### config.mk
export PLATFORM = sky130hd
export DESIGN_NAME = pcf_queue
export DESIGN_NICKNAME = d
export VERILOG_FILES = /design/src/rtl/pcf_pkg.sv /design/src/rtl/pcf_queue.sv
export SDC_FILE = /design/constraint.sdc
export NUM_CORES = 1
export LEC_CHECK = 0
export BUFFER_PORTS_ARGS = -buffer_cell sky130_fd_sc_hd__clkbuf_2
export CORE_MARGIN = 3
export CORE_UTILIZATION = 51
export DETAILED_ROUTE_END_ITERATION = 6
export PLACE_DENSITY = 0.75
export RECOVER_POWER = 100
export SYNTH_ARGS = -nofsm -noshare
export SYNTH_HDL_FRONTEND = slang
export SYNTH_SLANG_ARGS = --single-unit
### constraint.sdc
create_clock -name clk -period 2.25 [get_ports clk]
set_input_delay 0.3375 -clock clk [delete_from_list [all_inputs] [get_ports clk]]
set_output_delay 0.3375 -clock clk [all_outputs]
set_load 0.005 [all_outputs]
### src/rtl/pcf_pkg.sv
// Shared types, codes and constants of the pointwise convolution core.
`timescale 1ns / 1ps

package pcf_pkg;

  // Fixed field widths
  localparam int unsigned CH_W        = 6;
  localparam int unsigned VAL_W       = 16;
  localparam int unsigned CNT_W       = 7;
  localparam int unsigned REQ_W       = 2;
  localparam int unsigned CFG_IDX_W   = 2;
  localparam int unsigned CFG_DATA_W  = 7;

  // Arithmetic
  localparam int unsigned DATA_WIDTH  = 16;
  localparam int unsigned FRAC_SHIFT  = 14;
  localparam int unsigned ACC_W       = 40;
  localparam int unsigned PROD_W      = 2 * VAL_W;
  localparam int unsigned CH_LIMIT    = 64;

  // Parameter defaults
  localparam int unsigned MAX_IN_CH_DEFAULT  = 64;
  localparam int unsigned MAX_OUT_CH_DEFAULT = 64;

  // Queue between front and back
  localparam int unsigned QUEUE_DEPTH = 4;

  // Request codes
  localparam logic [REQ_W-1:0] REQ_WEIGHT = 2'd0;
  localparam logic [REQ_W-1:0] REQ_BIAS   = 2'd1;
  localparam logic [REQ_W-1:0] REQ_PIXEL  = 2'd2;

  // Configuration register indexes
  localparam logic [CFG_IDX_W-1:0] CFG_IN_CHANNELS  = 2'd0;
  localparam logic [CFG_IDX_W-1:0] CFG_OUT_CHANNELS = 2'd1;
  localparam logic [CFG_IDX_W-1:0] CFG_RELU_ENABLE  = 2'd2;
  localparam logic [CFG_IDX_W-1:0] CFG_BIAS_ENABLE  = 2'd3;

  // Operations queued for the back end
  typedef enum logic [1:0] {
    OP_WEIGHT  = 2'd0,
    OP_BIAS    = 2'd1,
    OP_PIXEL   = 2'd2,
    OP_COMPUTE = 2'd3
  } op_t;

  typedef struct packed {
    op_t                     op;
    logic [CH_W-1:0]         oc;
    logic [CH_W-1:0]         ic;
    logic signed [VAL_W-1:0] value;
    logic                    last_pixel;
  } q_entry_t;

endpackage

### src/rtl/pcf_queue.sv
// Short FIFO of classified operations between front and back end.
`timescale 1ns / 1ps

module pcf_queue (
  input  logic              clk,
  input  logic              rst_n,
  input  logic              push,
  input  pcf_pkg::q_entry_t push_entry,
  output logic              full,
  input  logic              pop,
  output pcf_pkg::q_entry_t head,
  output logic              empty
);

  localparam int unsigned DEPTH = pcf_pkg::QUEUE_DEPTH;
  localparam int unsigned PTR_W = (DEPTH > 1) ? $clog2(DEPTH) : 1;
  localparam int unsigned CNT_W = $clog2(DEPTH + 1);

  pcf_pkg::q_entry_t slot_r [DEPTH];
  logic [PTR_W-1:0]  wr_ptr_r, wr_ptr_nxt;
  logic [PTR_W-1:0]  rd_ptr_r, rd_ptr_nxt;
  logic [CNT_W-1:0]  count_r, count_nxt;
  logic              do_push, do_pop;

  assign full    = count_r == CNT_W'(DEPTH);
  assign empty   = count_r == '0;
  assign do_push = push && !full;
  assign do_pop  = pop && !empty;
  assign head    = slot_r[rd_ptr_r];

  always_comb begin
    wr_ptr_nxt = wr_ptr_r;
    rd_ptr_nxt = rd_ptr_r;
    count_nxt  = count_r;
    if (do_push) begin
      wr_ptr_nxt = (int'(wr_ptr_r) == DEPTH - 1) ? '0 : wr_ptr_r + 1'b1;
    end
    if (do_pop) begin
      rd_ptr_nxt = (int'(rd_ptr_r) == DEPTH - 1) ? '0 : rd_ptr_r + 1'b1;
    end
    if (do_push && !do_pop) begin
      count_nxt = count_r + 1'b1;
    end else if (do_pop && !do_push) begin
      count_nxt = count_r - 1'b1;
    end
  end

  always_ff @(posedge clk) begin
    if (!rst_n) begin
      wr_ptr_r <= '0;
      rd_ptr_r <= '0;
      count_r  <= '0;
    end else begin
      wr_ptr_r <= wr_ptr_nxt;
      rd_ptr_r <= rd_ptr_nxt;
      count_r  <= count_nxt;
    end
  end

  always_ff @(posedge clk) begin
    if (do_push) begin
      slot_r[wr_ptr_r] <= push_entry;
    end
  end

endmodule

==> metrics.txt <==
uppermost layer routed met4; vias per cell 5.25; number of global-route vias before repair 2,506; Layout Area Growth over Synthesis 22.4%; Residual DRC 0; initial antenna violation count 0; gpl congestion 0.682; Clk Latency, worst-skew pair 0.51 ns; Worst EP arrival 1.78 ns; Yosys reg bits 133; vias post-DR 2,315; Post-DP HPWL 4940 µm; Overall Power 7310 µW; Core Region 9330 µm²; ANT nets after route 0; post-synth cell types 23; GRT Residual Overflow 0; Tot GR Track Use 16.2%; Pins Over Slew Limit 0; crit share post-route 94.3%; WP data required 1.91 ns; CP delay by family, top multiplexers; leakage 0.00200 µW; CP bufs+invs 2; drt initial violations 131; Max stage delay on crit path 0.55 ns; hold buffers post-CTS 0; worst relative slew slack 77.3%; Post-Synth XOR/XNOR Area 0.354%; die area 10,900 µm²; sw frac 24.2%; pwr dens 1210 nW/µm²; largest net degree at the start of global routing 22; first-pass GRT wire length 13,100 µm; final critical-path required period 2.12 ns; commonest cells after routing, fill and taps aside edfxtp_1 (124), clkbuf_1 (50), mux4_2 (31); post-synthesis adder-cell area fraction 1.92%; number of clock sinks 133; CP endpoint kind output pin; Pint 5540 µW; Sequential Power Share 43.0%; area leader, netlist edfxtp_1; Avg Synthesized Cell Area 23.4 µm²; clock buffer count from CTS 17; Clock Skew 0.0132 ns; Synth Area in Compound Gates 0.607%; Synth top area share 75.2%; yosys warns 0; setup TNS 0 ns; effective utilization at floorplan 53.1%; layout cells sized above 1 31.4%; DR WL met3 460 µm; Worst-path clk slew 0.06 ns; Die W 105 µm; Synth area leaders edfxtp_1 (75%), mux4_2 (14%), dfxtp_1 (3.6%); routed wl met2 4120 µm; largest family of logic cells by synthesized area multiplexers; status complete, no violations; Root Buffer clkbuf_8; Setup CP Type reg -> out; P_sw 1770 µW; CTS max path bufs 2; Die Ht 105 µm; Final Hold Fails 0; Final nets 341; Startpoint Class flop; I/O pin count 68; per-cell routed wire length 18.4 µm; DRT Wirelength 8100 µm; Mapped Cells 212; Post-synth EDFFs 124; drt first pass iters 4; CTS tree done; combinational share of power 18.3%; Clk network pwr share 38.7%; max cap viols 0; CP max stage cell mux4_2; Top FF cell, synth edfxtp_1; IO buf count 67; worst path cell trace buf_4, mux4_2, clkbuf_2; Worst Hold Class in -> reg; Syn Nets 254; peak supply drop 0.596 mV; ANT cells 0; RSZ-0062 raised after global routing no; H-tree Lvls 4; register area share after synthesis 78.8%; cell row count 35; FFs w/ async S/R, synth 0%; Post-Synth Simple-Gate Area 2.17%; met1 wire length 3450 µm; most common cell after layout, fill and taps aside edfxtp_1; final setup fails 0; Fmax achieved 471 MHz; synthesized cell area 4950 µm²; Worst-Margin Slew 0.340 ns; Worst Path Max Fanout 10; Setup Fix Bufs, Post-CTS 0; multiplexer area fraction after synthesis 14.7%
==> registers in the layout (all words and copies together) (netlist names), named ones only <==
register	flops
slot_r	124
count_r	3
rd_ptr_r	2
wr_ptr_r	2
==> worst reg2reg max path: cells and delay by family, from the launching register on <==
kind	cells	cell delay, ns
adders and majority gates	2	0.63
buffers and inverters	1	0.07
AOI/OAI and AO/OA	1	0.16
and+or+nand+nor	3	0.65
xor gates and xnor gates	1	0.18
DFF	1	0.34
==> stage by stage <==
step	utilization [%]	cells	hold slack [ns]	worst slack [ns]	instance area, µm²
final	65.0	441	0.0862	0.129	6060
after detailed placement	59.4	409	0.504	0.0685	5540
after global routing	65.0	441	0.0839	0.0235	6060
after CTS	66.0	441	0.0159	0.0239	6160
after floorplan	-	212	0.436	0.138	4950
after global placement	59.4	409	0.488	0.228	5540
==> cell usage after synthesis, drive strengths merged (2+ instances only) <==
master / instances
and2: 5
nand3: 2
dfxtp: 9
inv: 3
ha: 6
nor2: 2
nor2b: 2
o21ai: 3
nand2: 6
buf: 7
edfxtp: 124
mux4: 31
mux2i: 3
==> logic make-up after synthesis <==
group | after synthesis
DFF | 133
muxes | 34
and+or+nand+nor | 20
buffers and inverters | 11
adders and majority gates | 7
AOI/OAI and AO/OA | 5
xor gates and xnor gates | 2
==> worst paths after layout <==
path | start | end | slack, ns | depth (start not counted)
setup / recovery | flop | head[12] | 0.13 | 3
hold / removal | push_entry[14] | slot_r[1][14]$_DFFE_PP_ | 0.09 | 1
setup reg to reg | count_r[2]$_SDFFE_PN0P_ | count_r[2]$_SDFFE_PN0P_ | 0.16 | 8
hold reg to reg | wr_ptr_r[0]$_SDFFE_PN0P_ | wr_ptr_r[0]$_SDFFE_PN0P_ | 0.52 | 2
==> timing repair <==
item / 4_1_cts / 5_1_grt
gates resized for setup: 0 / 4
hold endpoints to repair: 0 / 0
setup endpoints to repair: 0 / 3
==> routing by layer <==
layer | GRT usage [%] | vias up
li1 | - | 1058
met3 | 5.44 | 5
met4 | 6.84 | 0
met2 | 25.5 | 68
met5 | 0 | -
met1 | 21.0 | 1184
==> cell type report <==
cell class	instances	area (µm²)
clock buffer	19	422
inverter	3	11.3
sequential	133	3910
multi-input combinational	68	983
clock inverter	13	195
fill	647	3270
tap	129	161
timing repair buffer	76	375
==> power groups by stage <==
stage,Clock (µW),Combinational [µW],Sequential (µW)
global route,3020,1480,3180
global placement,0,1430,3180
finish,2830,1340,3150
floorplan,0,899,3150
detailed placement,0,1440,3190
CTS,2890,1450,3150
Power figures use the tool's default switching activity.
