File: src/rtl/pcf_pkg.sv
// Shared types, codes and constants of the pointwise convolution core.
`timescale 1ns / 1ps

package pcf_pkg;

  // Fixed field widths
  localparam int unsigned CH_W        = 6;
  localparam int unsigned VAL_W       = 16;
  localparam int unsigned CNT_W       = 7;
  localparam int unsigned REQ_W       = 2;
  localparam int unsigned CFG_IDX_W   = 2;
  localparam int unsigned CFG_DATA_W  = 7;

  // Arithmetic
  localparam int unsigned DATA_WIDTH  = 16;
  localparam int unsigned FRAC_SHIFT  = 14;
  localparam int unsigned ACC_W       = 40;
  localparam int unsigned PROD_W      = 2 * VAL_W;
  localparam int unsigned CH_LIMIT    = 64;

  // Parameter defaults
  localparam int unsigned MAX_IN_CH_DEFAULT  = 64;
  localparam int unsigned MAX_OUT_CH_DEFAULT = 64;

  // Queue between front and back
  localparam int unsigned QUEUE_DEPTH = 4;

  // Request codes
  localparam logic [REQ_W-1:0] REQ_WEIGHT = 2'd0;
  localparam logic [REQ_W-1:0] REQ_BIAS   = 2'd1;
  localparam logic [REQ_W-1:0] REQ_PIXEL  = 2'd2;

  // Configuration register indexes
  localparam logic [CFG_IDX_W-1:0] CFG_IN_CHANNELS  = 2'd0;
  localparam logic [CFG_IDX_W-1:0] CFG_OUT_CHANNELS = 2'd1;
  localparam logic [CFG_IDX_W-1:0] CFG_RELU_ENABLE  = 2'd2;
  localparam logic [CFG_IDX_W-1:0] CFG_BIAS_ENABLE  = 2'd3;

  // Operations queued for the back end
  typedef enum logic [1:0] {
    OP_WEIGHT  = 2'd0,
    OP_BIAS    = 2'd1,
    OP_PIXEL   = 2'd2,
    OP_COMPUTE = 2'd3
  } op_t;

  typedef struct packed {
    op_t                     op;
    logic [CH_W-1:0]         oc;
    logic [CH_W-1:0]         ic;
    logic signed [VAL_W-1:0] value;
    logic                    last_pixel;
  } q_entry_t;

endpackage

File: src/rtl/pcf_if.sv
// Valid/ready channel interfaces for requests and results.
`timescale 1ns / 1ps

interface pcf_in_if;
  logic                                    valid;
  logic                                    ready;
  logic [pcf_pkg::REQ_W-1:0]               req_type;
  logic [pcf_pkg::CH_W-1:0]                out_channel;
  logic [pcf_pkg::CH_W-1:0]                in_channel;
  logic signed [pcf_pkg::VAL_W-1:0]        value;
  logic                                    last_pixel;

  modport source (output valid, req_type, out_channel, in_channel, value, last_pixel,
                  input ready);
  modport sink   (input valid, req_type, out_channel, in_channel, value, last_pixel,
                  output ready);
endinterface


File: src/rtl/pcf_front.sv
// Front end: accept request items, drop invalid ones, classify the rest.
`timescale 1ns / 1ps

module pcf_front #(
  parameter int unsigned MAX_IN_CHANNELS  = pcf_pkg::MAX_IN_CH_DEFAULT,
  parameter int unsigned MAX_OUT_CHANNELS = pcf_pkg::MAX_OUT_CH_DEFAULT
) (
  pcf_in_if.sink                    in_if,
  input  logic [pcf_pkg::CNT_W-1:0] n_in,
  input  logic                      q_full,
  output logic                      q_push,
  output pcf_pkg::q_entry_t         q_entry
);

  logic keep;
  logic pix_ok;
  logic pix_last;

  assign in_if.ready = !q_full;

  assign pix_ok   = pcf_pkg::CNT_W'(in_if.in_channel) < n_in;
  assign pix_last = pcf_pkg::CNT_W'(in_if.in_channel) == (n_in - 7'd1);

  always_comb begin
    keep               = 1'b0;
    q_entry.op         = pcf_pkg::OP_PIXEL;
    q_entry.oc         = in_if.out_channel;
    q_entry.ic         = in_if.in_channel;
    q_entry.value      = in_if.value;
    q_entry.last_pixel = in_if.last_pixel;
    unique case (in_if.req_type)
      pcf_pkg::REQ_WEIGHT: begin
        keep       = (int'(in_if.out_channel) < MAX_OUT_CHANNELS) &&
                     (int'(in_if.in_channel) < MAX_IN_CHANNELS);
        q_entry.op = pcf_pkg::OP_WEIGHT;
      end
      pcf_pkg::REQ_BIAS: begin
        keep       = int'(in_if.out_channel) < MAX_OUT_CHANNELS;
        q_entry.op = pcf_pkg::OP_BIAS;
      end
      pcf_pkg::REQ_PIXEL: begin
        keep       = pix_ok;
        q_entry.op = pix_last ? pcf_pkg::OP_COMPUTE : pcf_pkg::OP_PIXEL;
      end
      default: begin
        keep       = 1'b0;
        q_entry.op = pcf_pkg::OP_PIXEL;
      end
    endcase
  end

  assign q_push = in_if.valid && in_if.ready && keep;

endmodule

File: src/flat_wrapper.sv
// flat-port wrapper written by rule: the top's interface ports become plain ports
module pcf_front_flat 
#(
  parameter int unsigned MAX_IN_CHANNELS  = pcf_pkg::MAX_IN_CH_DEFAULT,
  parameter int unsigned MAX_OUT_CHANNELS = pcf_pkg::MAX_OUT_CH_DEFAULT
)
  (n_in, q_full, q_push, q_entry, in_if_valid, in_if_req_type, in_if_out_channel, in_if_in_channel, in_if_value, in_if_last_pixel, in_if_ready);
  pcf_in_if in_if_i ();
  input  logic [pcf_pkg::CNT_W-1:0] n_in;
  input  logic q_full;
  output logic q_push;
  output pcf_pkg::q_entry_t q_entry;
  input wire logic [$bits(in_if_i.valid)-1:0] in_if_valid;
  input wire logic [$bits(in_if_i.req_type)-1:0] in_if_req_type;
  input wire logic [$bits(in_if_i.out_channel)-1:0] in_if_out_channel;
  input wire logic [$bits(in_if_i.in_channel)-1:0] in_if_in_channel;
  input wire logic [$bits(in_if_i.value)-1:0] in_if_value;
  input wire logic [$bits(in_if_i.last_pixel)-1:0] in_if_last_pixel;
  output wire logic [$bits(in_if_i.ready)-1:0] in_if_ready;
  assign in_if_i.valid = in_if_valid;
  assign in_if_i.req_type = in_if_req_type;
  assign in_if_i.out_channel = in_if_out_channel;
  assign in_if_i.in_channel = in_if_in_channel;
  assign in_if_i.value = in_if_value;
  assign in_if_i.last_pixel = in_if_last_pixel;
  assign in_if_ready = in_if_i.ready;
  pcf_front #(.MAX_IN_CHANNELS(MAX_IN_CHANNELS), .MAX_OUT_CHANNELS(MAX_OUT_CHANNELS)) u_core (.in_if(in_if_i), .n_in(n_in), .q_full(q_full), .q_push(q_push), .q_entry(q_entry));
endmodule
File: config.mk
export PLATFORM = sky130hd
export DESIGN_NAME = pcf_front_flat
export DESIGN_NICKNAME = d
export VERILOG_FILES = /design/src/rtl/pcf_pkg.sv /design/src/rtl/pcf_if.sv /design/src/rtl/pcf_front.sv /design/src/flat_wrapper.sv
export SDC_FILE = /design/constraint.sdc
export NUM_CORES = 1
export LEC_CHECK = 0
export ABC_AREA = 1
export BUFFER_PORTS_ARGS = -buffer_cell sky130_fd_sc_hd__buf_2
export CAP_MARGIN = 25
export CORE_MARGIN = 3
export CORE_UTILIZATION = 35
export DETAILED_ROUTE_END_ITERATION = 6
export PLACE_DENSITY = 0.83
export SETUP_SLACK_MARGIN = 0.5
export SYNTH_ARGS = -nofsm -noshare
export SYNTH_HDL_FRONTEND = slang
export SYNTH_SLANG_ARGS = --single-unit
File: constraint.sdc
create_clock -name vclk -period 1.2
set_input_delay 0.12 -clock vclk [all_inputs]
set_output_delay 0.12 -clock vclk [all_outputs]
set_load 0.05 [all_outputs]
==> results.py <==
metrics = {
    "status": {
        "outcome": "finished, violations left",
        "violations": "negative setup slack",
    },
    "logic_synthesis": {
        "synthCells": 123,
        "yosysSeqAreaShare_pct": 0,
        "yosysWarnings": 0,
        "synth_nets": 170,
        "synth.avg_cell_area_um2": 5.463,
        "synthDistinctLibCells": 16,
        "synthesis.area_um2": 671.9,
    },
    "detailed_routing": {
        "drc": 0,
        "viasPerCell": 4.321,
        "drt_first_iter_violations": 8,
        "wirelength_um": 1480,
        "via_count": 687,
        "wl_per_cell_um": 9.308,
        "postRouteAntennaNets": 0,
        "dr.pass1.iters": 4,
    },
    "clock_tree": {
        "holdBufCountCts": 0,
    },
    "run": {
        "cap_viol_max_count": 0,
    },
    "layout": {
        "utilization_pct": 53.26,
        "syn_to_final_growth_pct": 39.85,
        "fill_cells": 197,
        "drive_above_1_share_pct": 47.76,
        "ff_latch_area_um2": 0,
        "fin_nets": 183,
        "multi_input_area_um2": 478.0,
        "num_antenna_cells": 0,
        "nFlopsAndLatches": 0,
        "clockBufferCount": 0,
    },
    "setup_path": {
        "crit_path_max_incr_delay_ns": 0.28,
        "worstPathRequired_ns": 1.08,
        "critical_path_class": "in2out",
        "crit_path_top_delay_cell": "ha_1",
        "cp_top_family": "buffers and inverters",
        "startpoint_type": "primary input",
        "crit_path_frequent_cell": "nand2_1",
        "crit_fanout": 2,
        "critical_path.cell_chain": "buf_2, inv_1, ha_1, nand2_1, nor3_2, nand2_1, nand3b_1, a21oi_4, buf_6",
        "path_buf_inv": 3,
        "cp.arrival_ns": 1.16,
        "end_kind": "primary output",
    },
    "floorplan": {
        "core_um2": 1764,
        "die_y_um": 49.82,
        "rows": 15,
        "ios": 73,
        "dieArea_um2": 2482,
        "start_util_pct": 38.09,
        "fp.dieW_um": 49.82,
    },
    "timing": {
        "slew_headroom_pct": 83.09,
        "max_freq_mhz": 783.9,
        "fin_ws_ns": -0.07570,
        "rsz0062_at_grt": "yes",
        "hold_ws_ns": 0.2400,
        "final.period_utilization_pct": 106.3,
        "fin_crit_ns": 1.276,
        "tightest_slew_ns": 0.2555,
        "drv_slew": 0,
        "hold_viol_final": 0,
        "finalSetupViolations": 2,
    },
    "place": {
        "dp_hpwl_um": 1220,
        "port_buffers": 27,
        "gp_congestion": 0.8074,
    },
    "power": {
        "leakage_nw": 0.5258,
        "vdd_ir_drop_max_uv": 206.4,
        "power_w": 0.0003675,
        "pwr_density_cell_nw_per_um2": 391.1,
    },
    "grt": {
        "antenna_found_initial": 0,
        "first_global_vias": 662,
        "grt_max_degree": 6,
        "grt_first_pass_wirelength_um": 2601,
        "grtUsageTotal_pct": 12.28,
        "overflow": 0,
    },
    "hold_path": {
        "hold_depth": 0,
        "worstHoldStart": "in_if_value[0]",
        "hold_class": "in2out",
        "worstHoldEndpoint": "q_entry[1]",
    },
}
==> cell type report <==
type | instances | share of cell area [%]
multi-input combinational | 72 | 50.87
timing repair buffer | 41 | 33.69
inverter | 21 | 12.12
tap | 25 | 3.329
==> power by group <==
| part | switching (W) | internal [W] |
|---|---|---|
| registers | 0 | 0 |
| logic | 0.000205 | 0.000163 |
| clock network | 0 | 0 |
==> through the flow <==
step / setup WS (ns) / area [µm²] / TNS (ns) / instances
final: -0.07570 / 939.7 / -0.1302 / 159
after global routing: -0.1474 / 939.7 / -0.2863 / 159
after CTS: -0.09468 / 904.6 / -0.1728 / 159
after detailed placement: -0.2833 / 803.3 / -0.5596 / 156
after global placement: -0.2747 / 803.3 / -0.5409 / 156
after floorplan: 0.02295 / 775.7 / 0 / 123
==> cells in the final DEF, fill, tap and decap left out <==
cell type  synthesis  final
nand2_2            1      2
ha_4               0      4
buf_4             29     15
a21oi_2            0      2
ha_1               7      3
buf_2              0     16
nand3b_1           3      3
nand2_4            0      2
inv_1             20     14
or2_2              1      1
inv_4              0      2
xor2_1             1      1
buf_8              0      4
nor2_2             1      1
clkbuf_4           0      1
nand2_1           35     32
nand3_1            5      5
nor2_4             0      2
xnor2_1            1      1
inv_12             0      2
a21oi_4            0      1
nor3_2             0      1
buf_6              0      5
nor2_1            13     11
inv_6              0      1
inv_2              1      2
==> routing by layer <==
| metal | wire [µm] | global-route usage [%] | vias up |
|---|---|---|---|
| met5 | 0 | 0 | - |
| li1 | - | - | 360 |
| met1 | 568 | 14.31 | 291 |
| met4 | 8 | 1.843 | 0 |
| met2 | 790 | 21.81 | 34 |
| met3 | 112 | 4.230 | 2 |
==> synthesized netlist by cell type (3+ instances only) <==
cell / number / area [µm²]
nand3b_1: 3 / 22.52
buf_4: 29 / 217.7
ha_1: 7 / 87.58
nand3_1: 5 / 25.02
inv_1: 20 / 75.07
a21oi_1: 3 / 15.01
nand2_1: 35 / 131.4
nor2_1: 13 / 48.80
==> timing repair <==
action                     4_1_cts  5_1_grt
resized for setup               25       11
pin swaps                       15        6
hold endpoints to repair         0        0
setup endpoints to repair        5        3
buffers inserted                 3        0
==> cells by family (layout without fill, tap and decap cells) <==
group / count (synthesis) / in the layout / share of synthesized area (%)
buffers and inverters: 51 / 62 / 44.69
AND/OR/NAND/NOR: 60 / 60 / 37.43
adder cells (fa/ha/maj): 7 / 7 / 13.03
XOR/XNOR: 2 / 2 / 2.608
AO/OA/AOI/OAI: 3 / 3 / 2.234
==> worst max path at each step <==
| stage | startpoint | end | slack [ns] | cells past startpoint |
|---|---|---|---|---|
| after global placement | n_in[1] | q_entry[29] | -0.27 | 13 |
| after detailed placement | n_in[1] | q_entry[29] | -0.28 | 13 |
| after global routing | in_if_in_channel[0] | q_entry[29] | -0.15 | 11 |
| after CTS | n_in[0] | q_entry[29] | -0.09 | 12 |
| final | n_in[3] | q_push | -0.08 | 9 |
| after floorplan | n_in[4] | q_push | 0.02 | 7 |
Note: power is estimated with default switching activity, not from simulation.
